File: config.mk
export PLATFORM = sky130hd
export DESIGN_NAME = gcode_line_field_parser_core
export DESIGN_NICKNAME = d
export VERILOG_FILES = /design/src/design/glp_pkg.sv /design/src/design/glp_word_bank.sv /design/src/design/gcode_line_field_parser_core.sv
export SDC_FILE = /design/constraint.sdc
export NUM_CORES = 2
export LEC_CHECK = 0
export BUFFER_PORTS_ARGS = -buffer_cell sky130_fd_sc_hd__buf_2
export CORE_MARGIN = 4
export CORE_UTILIZATION = 60
export CTS_CLUSTER_SIZE = 30
export DETAILED_ROUTE_END_ITERATION = 10
export GPL_TIMING_DRIVEN = 0
export PLACE_DENSITY = 0.8
export SLEW_MARGIN = 20
export SYNTH_ARGS = -nofsm -noshare
export SYNTH_HDL_FRONTEND = slang
export SYNTH_SLANG_ARGS = --single-unit
File: constraint.sdc
create_clock -name clk -period 12 [get_ports clk]
set_clock_uncertainty 0.2 [all_clocks]
set_input_delay 1.2 -clock clk [delete_from_list [all_inputs] [get_ports clk]]
set_output_delay 1.2 -clock clk [all_outputs]
set_load 0.02 [all_outputs]
File: src/design/glp_pkg.sv
// Shared constants, types and character helpers for the G-code line field parser.
`timescale 1ns / 1ps

package glp_pkg;

	localparam int FRACTION_DIGITS_DEF = 3;
	localparam int NUM_WORDS = 7;

	localparam logic [2:0]  NO_WORD  = 3'd7;
	localparam logic [31:0] MAG_MAX  = 32'h7FFF_FFFF;
	localparam logic [15:0] CODE_MAX = 16'hFFFF;

	localparam logic [7:0] CH_SEMI  = 8'h3B;
	localparam logic [7:0] CH_G     = 8'h47;
	localparam logic [7:0] CH_G_LC  = 8'h67;
	localparam logic [7:0] CH_M     = 8'h4D;
	localparam logic [7:0] CH_M_LC  = 8'h6D;
	localparam logic [7:0] CH_DOT   = 8'h2E;
	localparam logic [7:0] CH_MINUS = 8'h2D;
	localparam logic [7:0] CH_0     = 8'h30;
	localparam logic [7:0] CH_9     = 8'h39;
	localparam logic [7:0] CH_TAB   = 8'h09;
	localparam logic [7:0] CH_CR    = 8'h0D;
	localparam logic [7:0] CH_SPACE = 8'h20;
	localparam logic [7:0] CH_X     = 8'h58;
	localparam logic [7:0] CH_Y     = 8'h59;
	localparam logic [7:0] CH_Z     = 8'h5A;
	localparam logic [7:0] CH_A     = 8'h41;
	localparam logic [7:0] CH_B     = 8'h42;
	localparam logic [7:0] CH_C     = 8'h43;
	localparam logic [7:0] CH_F     = 8'h46;

	localparam logic [1:0] LETTER_NONE = 2'd0;
	localparam logic [1:0] LETTER_G    = 2'd1;
	localparam logic [1:0] LETTER_M    = 2'd2;

	typedef logic [31:0] word_t;

	typedef enum logic [3:0] {
		PH_START = 4'b0001,
		PH_INT   = 4'b0010,
		PH_FRAC  = 4'b0100,
		PH_DONE  = 4'b1000
	} num_phase_t;

	typedef struct packed {
		logic       char_en;
		logic       eol;
		logic       key_ok;
		logic [7:0] ch;
	} bank_ctl_t;

	function automatic logic is_digit(input logic [7:0] c);
		return (c >= CH_0) && (c <= CH_9);
	endfunction

	function automatic logic is_blank(input logic [7:0] c);
		return (c == CH_SPACE) || ((c >= CH_TAB) && (c <= CH_CR));
	endfunction

	function automatic logic [2:0] key_index(input logic [7:0] c);
		logic [2:0] k;
		case (c)
			CH_X:    k = 3'd0;
			CH_Y:    k = 3'd1;
			CH_Z:    k = 3'd2;
			CH_A:    k = 3'd3;
			CH_B:    k = 3'd4;
			CH_C:    k = 3'd5;
			CH_F:    k = 3'd6;
			default: k = NO_WORD;
		endcase
		return k;
	endfunction

	function automatic logic [19:0] pow10(input logic [2:0] n);
		logic [19:0] p;
		case (n)
			3'd0:    p = 20'd1;
			3'd1:    p = 20'd10;
			3'd2:    p = 20'd100;
			3'd3:    p = 20'd1000;
			3'd4:    p = 20'd10000;
			3'd5:    p = 20'd100000;
			3'd6:    p = 20'd1000000;
			default: p = 20'd0;
		endcase
		return p;
	endfunction

endpackage

File: src/design/glp_word_bank.sv
// Axis and feed word registers with the decimal number accumulator.
`timescale 1ns / 1ps

module glp_word_bank import glp_pkg::*; #(
	parameter int FRACTION_DIGITS = FRACTION_DIGITS_DEF
) (
	input  logic                          clk,
	input  logic                          arst_n,
	input  bank_ctl_t                     ctl,
	output logic                          num_take,
	output word_t [NUM_WORDS-1:0]         values,
	output logic [NUM_WORDS-1:0]          present
);

	localparam int FC_W = (FRACTION_DIGITS < 1) ? 1 : $clog2(FRACTION_DIGITS + 1);
	localparam logic [19:0] INT_SCALE = pow10(3'(FRACTION_DIGITS));

	word_t                wv_q [NUM_WORDS];
	logic [2:0]           active_q;
	num_phase_t           phase_q;
	logic                 neg_q;
	logic [FC_W-1:0]      fc_q;
	logic [NUM_WORDS-1:0] present_q;

	logic                 dig_c;
	logic                 num_char;
	logic                 open_c;
	logic                 close_en;
	word_t                sel;
	word_t                neg_sel;
	logic [3:0]           dig;
	logic [35:0]          int_sum;
	logic [35:0]          frac_sum;
	logic [35:0]          add_val;
	word_t                sat_val;
	logic [2:0]           frac_idx;
	logic                 frac_room;
	num_phase_t           phase_d;
	logic                 neg_d;
	logic                 add_int;
	logic                 add_frac;
	logic                 add_en;
	logic [FC_W-1:0]      fc_d;
	logic [2:0]           key_k;
	logic                 key_new;

	always_comb begin
		dig_c    = is_digit(ctl.ch);
		num_char = dig_c || (ctl.ch == CH_DOT) || (ctl.ch == CH_MINUS);
		open_c   = (active_q != NO_WORD);
		num_take = ctl.char_en && open_c && num_char;
		close_en = ctl.char_en && open_c && !num_char;

		sel = '0;
		for (int i = 0; i < NUM_WORDS; i++) begin
			if (active_q == 3'(i))
				sel = wv_q[i];
		end
		neg_sel = -sel;

		dig       = ctl.ch[3:0];
		frac_idx  = 3'(FRACTION_DIGITS - 1 - int'(fc_q));
		frac_room = int'(fc_q) < FRACTION_DIGITS;
		int_sum   = 36'(sel) * 36'd10 + 36'(dig) * 36'(INT_SCALE);
		frac_sum  = 36'(sel) + 36'(dig) * 36'(pow10(frac_idx));

		phase_d  = phase_q;
		neg_d    = neg_q;
		add_int  = 1'b0;
		add_frac = 1'b0;
		unique case (phase_q)
			PH_START: begin
				if (ctl.ch == CH_MINUS) begin
					neg_d   = 1'b1;
					phase_d = PH_INT;
				end else if (ctl.ch == CH_DOT) begin
					phase_d = PH_FRAC;
				end else begin
					phase_d = PH_INT;
					add_int = 1'b1;
				end
			end
			PH_INT: begin
				if (dig_c)
					add_int = 1'b1;
				else if (ctl.ch == CH_DOT)
					phase_d = PH_FRAC;
				else
					phase_d = PH_DONE;
			end
			PH_FRAC: begin
				if (dig_c)
					add_frac = frac_room;
				else
					phase_d = PH_DONE;
			end
			PH_DONE: begin
			end
			default: begin
			end
		endcase
		add_en  = add_int || add_frac;
		fc_d    = add_frac ? FC_W'(fc_q + 1'b1) : fc_q;
		add_val = add_int ? int_sum : frac_sum;
		sat_val = (add_val > 36'(MAG_MAX)) ? MAG_MAX : add_val[31:0];

		key_k   = key_index(ctl.ch);
		key_new = ctl.key_ok && (key_k != NO_WORD) && !present_q[key_k];

		for (int i = 0; i < NUM_WORDS; i++)
			values[i] = ((active_q == 3'(i)) && neg_q) ? neg_sel : wv_q[i];
		present = present_q;
	end

	always_ff @(posedge clk or negedge arst_n) begin
		if (!arst_n) begin
			active_q  <= NO_WORD;
			phase_q   <= PH_START;
			neg_q     <= 1'b0;
			fc_q      <= '0;
			present_q <= '0;
			for (int i = 0; i < NUM_WORDS; i++)
				wv_q[i] <= '0;
		end else if (ctl.eol) begin
			active_q  <= NO_WORD;
			phase_q   <= PH_START;
			neg_q     <= 1'b0;
			fc_q      <= '0;
			present_q <= '0;
			for (int i = 0; i < NUM_WORDS; i++)
				wv_q[i] <= '0;
		end else begin
			if (num_take) begin
				phase_q <= phase_d;
				neg_q   <= neg_d;
				fc_q    <= fc_d;
				for (int i = 0; i < NUM_WORDS; i++) begin
					if (add_en && (active_q == 3'(i)))
						wv_q[i] <= sat_val;
				end
			end
			if (close_en) begin
				for (int i = 0; i < NUM_WORDS; i++) begin
					if (neg_q && (active_q == 3'(i)))
						wv_q[i] <= neg_sel;
				end
				active_q <= NO_WORD;
				neg_q    <= 1'b0;
			end
			if (key_new) begin
				present_q[key_k] <= 1'b1;
				active_q         <= key_k;
				phase_q          <= PH_START;
				neg_q            <= 1'b0;
				fc_q             <= '0;
				for (int i = 0; i < NUM_WORDS; i++) begin
					if (key_k == 3'(i))
						wv_q[i] <= '0;
				end
			end
		end
	end

`ifndef SYNTHESIS
	a_active_present: assert property (@(posedge clk) disable iff (!arst_n)
		(active_q != NO_WORD) |-> present_q[active_q])
		else $error("open word without present bit");

	a_closed_positive: assert property (@(posedge clk) disable iff (!arst_n)
		(active_q == NO_WORD) |-> !neg_q)
		else $error("sign flag left set with no open word");

	a_eol_clears: assert property (@(posedge clk) disable iff (!arst_n)
		ctl.eol |=> (active_q == NO_WORD) && (present_q == '0))
		else $error("word state not cleared at end of line");
`endif

endmodule

File: src/design/gcode_line_field_parser_core.sv
// Top level of the G-code line field parser: input register, line state, result register.
//
//  channel | handshake           | payload
//  --------+---------------------+----------------------------------------------------
//  in      | in_valid / in_stall | cmd, char_code
//  out     | out_valid/out_stall | line_valid, cmd_letter, cmd_code, x_value..c_value,
//          |                     | feed_value, present_mask
//
// One request per cycle while in_stall is low; a character is folded into the line state in
// the cycle after it is taken, and an end of line goes from the input register to the result
// register once that is free. The rate is set by the single decode/accumulate stage behind the
// input register. in_stall rises only while an end of line waits in the input register behind
// a held result. arst_n clears the line state, the word registers and both valid flags.
`timescale 1ns / 1ps

module gcode_line_field_parser_core import glp_pkg::*; #(
	parameter int FRACTION_DIGITS = FRACTION_DIGITS_DEF
) (
	input  logic               clk,
	input  logic               arst_n,
	input  logic               in_valid,
	output logic               in_stall,
	input  logic               cmd,
	input  logic [7:0]         char_code,
	output logic               out_valid,
	input  logic               out_stall,
	output logic               line_valid,
	output logic [1:0]         cmd_letter,
	output logic [15:0]        cmd_code,
	output logic signed [31:0] x_value,
	output logic signed [31:0] y_value,
	output logic signed [31:0] z_value,
	output logic signed [31:0] a_value,
	output logic signed [31:0] b_value,
	output logic signed [31:0] c_value,
	output logic signed [31:0] feed_value,
	output logic [6:0]         present_mask
);

	logic                 valid_s1;
	logic                 cmd_s1;
	logic [7:0]           char_s1;

	logic                 seen_q;
	logic                 comment_q;
	logic [1:0]           letter_q;
	logic [15:0]          code_q;
	logic                 code_run_q;

	logic                 res_valid_q;
	logic                 res_line_q;
	logic [1:0]           res_letter_q;
	logic [15:0]          res_code_q;
	word_t                res_vals_q [NUM_WORDS];
	logic [NUM_WORDS-1:0] res_mask_q;

	logic                 out_ready;
	logic                 advance;
	logic                 char_en;
	logic                 eol_en;
	logic                 dig_c;
	logic                 num_take;
	logic                 code_take;
	logic                 gm_hit;
	logic                 line_ok;
	logic [19:0]          code_sum;
	logic [15:0]          code_sat;
	bank_ctl_t            bank_ctl;
	word_t [NUM_WORDS-1:0] bank_vals;
	logic [NUM_WORDS-1:0] bank_present;

	always_comb begin
		out_ready = !res_valid_q || !out_stall;
		advance   = valid_s1 && (!cmd_s1 || out_ready);
		in_stall  = valid_s1 && cmd_s1 && !out_ready;
		char_en   = advance && !cmd_s1;
		eol_en    = advance && cmd_s1;
		dig_c     = is_digit(char_s1);
		code_take = char_en && !num_take && code_run_q && dig_c;
		gm_hit    = char_en && !num_take && !code_take &&
			((char_s1 == CH_G) || (char_s1 == CH_G_LC) ||
			 (char_s1 == CH_M) || (char_s1 == CH_M_LC));
		code_sum  = 20'(code_q) * 20'd10 + 20'(char_s1[3:0]);
		code_sat  = (code_sum > 20'(CODE_MAX)) ? CODE_MAX : code_sum[15:0];
		line_ok   = seen_q && !comment_q;

		// key letters are never digits, '.', '-', G or M
		bank_ctl.char_en = char_en;
		bank_ctl.eol     = eol_en;
		bank_ctl.key_ok  = char_en;
		bank_ctl.ch      = char_s1;
	end

	glp_word_bank #(
		.FRACTION_DIGITS(FRACTION_DIGITS)
	) u_word_bank (
		.clk      (clk),
		.arst_n   (arst_n),
		.ctl      (bank_ctl),
		.num_take (num_take),
		.values   (bank_vals),
		.present  (bank_present)
	);

	// input register
	always_ff @(posedge clk or negedge arst_n) begin
		if (!arst_n) begin
			valid_s1 <= 1'b0;
		end else if (!in_stall) begin
			valid_s1 <= in_valid;
		end
	end

	always_ff @(posedge clk) begin
		if (!in_stall && in_valid) begin
			cmd_s1  <= cmd;
			char_s1 <= char_code;
		end
	end

	// line state
	always_ff @(posedge clk or negedge arst_n) begin
		if (!arst_n) begin
			seen_q     <= 1'b0;
			comment_q  <= 1'b0;
			letter_q   <= LETTER_NONE;
			code_q     <= '0;
			code_run_q <= 1'b0;
		end else if (eol_en) begin
			seen_q     <= 1'b0;
			comment_q  <= 1'b0;
			letter_q   <= LETTER_NONE;
			code_q     <= '0;
			code_run_q <= 1'b0;
		end else if (char_en) begin
			if (!seen_q && !is_blank(char_s1)) begin
				seen_q    <= 1'b1;
				comment_q <= (char_s1 == CH_SEMI);
			end
			if (code_take) begin
				code_q <= code_sat;
			end else if (gm_hit) begin
				letter_q   <= ((char_s1 == CH_G) || (char_s1 == CH_G_LC)) ? LETTER_G : LETTER_M;
				code_q     <= '0;
				code_run_q <= 1'b1;
			end else if (!num_take) begin
				code_run_q <= 1'b0;
			end
		end
	end

	// result register
	always_ff @(posedge clk or negedge arst_n) begin
		if (!arst_n) begin
			res_valid_q <= 1'b0;
		end else if (eol_en) begin
			res_valid_q <= 1'b1;
		end else if (!out_stall) begin
			res_valid_q <= 1'b0;
		end
	end

	always_ff @(posedge clk) begin
		if (eol_en) begin
			res_line_q   <= line_ok;
			res_letter_q <= line_ok ? letter_q : LETTER_NONE;
			res_code_q   <= line_ok ? code_q : '0;
			res_mask_q   <= line_ok ? bank_present : '0;
			for (int i = 0; i < NUM_WORDS; i++)
				res_vals_q[i] <= line_ok ? bank_vals[i] : '0;
		end
	end

	assign out_valid    = res_valid_q;
	assign line_valid   = res_line_q;
	assign cmd_letter   = res_letter_q;
	assign cmd_code     = res_code_q;
	assign x_value      = res_vals_q[0];
	assign y_value      = res_vals_q[1];
	assign z_value      = res_vals_q[2];
	assign a_value      = res_vals_q[3];
	assign b_value      = res_vals_q[4];
	assign c_value      = res_vals_q[5];
	assign feed_value   = res_vals_q[6];
	assign present_mask = res_mask_q;

`ifndef SYNTHESIS
	a_eol_gives_result: assert property (@(posedge clk) disable iff (!arst_n)
		eol_en |=> out_valid)
		else $error("end of line did not produce a result");

	a_invalid_zero: assert property (@(posedge clk) disable iff (!arst_n)
		(out_valid && !line_valid) |->
			(present_mask == '0) && (cmd_code == '0) && (cmd_letter == LETTER_NONE))
		else $error("invalid line carries nonzero fields");

	a_code_needs_letter: assert property (@(posedge clk) disable iff (!arst_n)
		(out_valid && (cmd_letter == LETTER_NONE)) |-> (cmd_code == '0))
		else $error("command code without command letter");

	a_eol_clears_line: assert property (@(posedge clk) disable iff (!arst_n)
		eol_en |=> !seen_q && !code_run_q && (letter_q == LETTER_NONE))
		else $error("line state not cleared after end of line");
`endif

endmodule

==> results.yml <==
outcome:
  status: "finished, final reports clean"
final_layout:
  fin_area_um2: 39400
  multiInputGateArea_um2: 18900
  synthToLayoutAreaGrowth_pct: 13.3
  utilization_pct: 68.5
  nNetsFinal: 4321
  nFillCells: 4356
  seqCellArea_um2: 14400
  final_cells: 4902
  drive_above_1_share_pct: 12.8
timing:
  fin_ws_ps: 2100
  max_freq_mhz: 101
  post-route-period-util_pct: 82.5
  period_minus_slack_ps: 9900
  fin_setup_tns_ps: 0
  whs_ps: 300
  report.final.setup_viol: 0
  finalMaxSlewViolations: 0
  rsz0062_at_grt: "no"
  finalHoldViolations: 0
  tightest_slew_ps: 1290
  slew_headroom_pct: 13.2
synthesis:
  synth_commonest_cells: "nand2_1, nor2_1, a21oi_1"
  yosysUniqueCellTypes: 100
  synth_cells: 3754
  synth-adder-area-share_pct: 9.19
  synth_compound_area_share_pct: 21.3
  ys.flop_type: "dfrtp_1"
  synth_area_leaders: "edfxtp_1, dfrtp_1, ha_1"
  synth_area_per_cell_um2: 9.27
  synth_area_leader_cell: "edfxtp_1"
  ys_warn_count: 0
  synth_seq_area_share_pct: 41.3
  synth_top_family_by_area: "compound AO/OA/AOI/OAI gates"
  synth_enable_flop_cells: 259
  yosys-mux-area-fraction_pct: 2.78
  syn_nets: 3986
  synthXorXnorAreaFrac_pct: 3.39
  yosysTopAreaCellShare_pct: 22.3
  synth-async-reset-ratio_pct: 50.5
  synth-seq-cells: 523
  synthSimpleGateAreaFrac_pct: 17.2
  synth_most_common_cell: "nand2_1"
  syn-cell-area_um2: 34800
min_path:
  hold_path_class: "input pin to async pin"
die:
  pin_count: 265
  die_x_um: 249
  dieArea_um2: 61900
  die_height_um: 249
  core_area_um2: 57600
  rows: 88
  start_util_pct: 60.4
clock_tree:
  tritoncts: "built"
  root_buffer: "clkbuf_16"
  htreeDepth: 2
  cts_made_buffers: 56
  cts_buffer_depth: 3
  hold_buffers: 0
  clock_latency_ps: 680
  clk_pin_slew_worst_paths_ps: 70
  postCtsSetupRepairBufs: 0
  cts-resized-gates: 0
  clock-sinks: 523
place:
  portBuffers: 264
  pre_cts_slack_ps: 2790
  placed_cells: 4796
  place_congestion: 1.11
  dpl_cell_area_um2: 37400
  detailed_place_hpwl_mm: 123
route:
  routed_wl_mm: 162
  drc: 0
  firstDrtPassIters: 10
  first_iter_violations: 6396
  via_per_inst: 7.36
  num_vias: 36100
  wl_per_cell_um: 33.0
  ant_nets: 0
setup_path:
  critical_path_class: "flop to flop"
  startpoint_type: "flop"
  crit_slowest_cell: "nor4b_1"
  crit_fanout: 10
  crit_buf_inv: 7
  crit_required_ps: 12300
  critPathTopFamily: "simple AND/OR/NAND/NOR gates"
  end_kind: "flop"
  slowest_delay_ps: 900
  arrival_ps: 10200
  ff2ff_setup_slack_ps: 2100
global_routing:
  grt_first_pass_wirelength_mm: 229
  gr-total-overflow: 0
  grt_pass1_vias: 34300
  grt_max_degree: 72
  track_usage_pct: 50.0
  antenna_found_initial: 3
pwr:
  cellPowerDensity_nw_per_um2: 112
  total_power_mw: 4.42
  cellLeakagePower_nw: 16.6
  ir_drop_v: 0.000117
run:
  drv_cap: 0
[metal layers]
metal	GRT usage [%]	routed length [um]
met5	0	38
met4	33.8	15200
met3	20.2	24900
met2	74.8	68000
met1	59.4	53400
[cells by family after synthesis]
logic type / count (synthesis)
adders and majority gates: 219
xor gates and xnor gates: 133
AOI/OAI and AO/OA: 1111
buffers and inverters: 402
DFF: 523
and+or+nand+nor: 1288
muxes: 78
[report_power, final]
part	internal (mW)	switching, mW	total [mW]
combinational	0.128	0.436	0.564
clock	1.11	0.807	1.91
sequential	1.92	0.0158	1.94
[state kept, by name (all words and copies together) (netlist names), 2 cells and up]
| signal | count |
|---|---|
| letter_q | 2 |
| u_word_bank.wv_q | 224 |
| cmd_letter | 2 |
| u_word_bank.phase_q | 4 |
| u_word_bank.fc_q | 2 |
| u_word_bank.present | 7 |
| char_s1 | 8 |
| cmd_code | 16 |
| code_q | 16 |
| present_mask | 7 |
| u_word_bank.active_q | 3 |
| res_vals_q | 224 |
[cells in the final DEF, fill, tap and decap left out, types with 35 or more instances in the layout]
cell / n
and2_1: 55
a211oi_1: 119
buf_2: 311
nor2_1: 415
fa_1: 61
clkbuf_1: 200
o22ai_1: 51
edfxtp_1: 259
nand2_1: 466
nand3_1: 51
a21oi_1: 315
clkbuf_16: 57
o21ai_0: 140
mux2i_1: 53
a31oi_1: 62
ha_1: 158
xor2_1: 45
nor4_1: 53
nor3_1: 44
o32ai_1: 42
dfrtp_1: 260
inv_1: 139
o221ai_1: 53
nand4_1: 35
xnor2_1: 78
[worst paths after layout]
| check | to | cells past startpoint | start |
|---|---|---|---|
| max | u_word_bank.wv_q[200]$_DFF_PN0_ | 25 | u_word_bank.active_q[0]$_DFFE_PN1P_ |
| min | code_q[11]$_DFFE_PN0P_ | 1 | arst_n |
| min in group clk | u_word_bank.present[3]$_DFFE_PN0P_ | 2 | u_word_bank.present[3]$_DFFE_PN0P_ |
| max reg2reg | u_word_bank.wv_q[200]$_DFF_PN0_ | 25 | u_word_bank.active_q[0]$_DFFE_PN1P_ |
| max in group asynchronous | u_word_bank.wv_q[189]$_DFF_PN0_ | 3 | arst_n |
| min reg2reg | u_word_bank.present[3]$_DFFE_PN0P_ | 2 | u_word_bank.present[3]$_DFFE_PN0P_ |
[final cells by class]
class | count | share of cell area [%]
sequential | 523 | 36.5
timing repair buffer | 277 | 4.01
multi-input combinational | 2829 | 47.8
inverter | 142 | 1.35
tap | 765 | 2.43
buffer | 260 | 2.93
clock inverter | 31 | 1.11
clock buffer | 74 | 3.85
antenna | 1 | 0.00634
No activity file was read; power rests on OpenSTA's default activity.
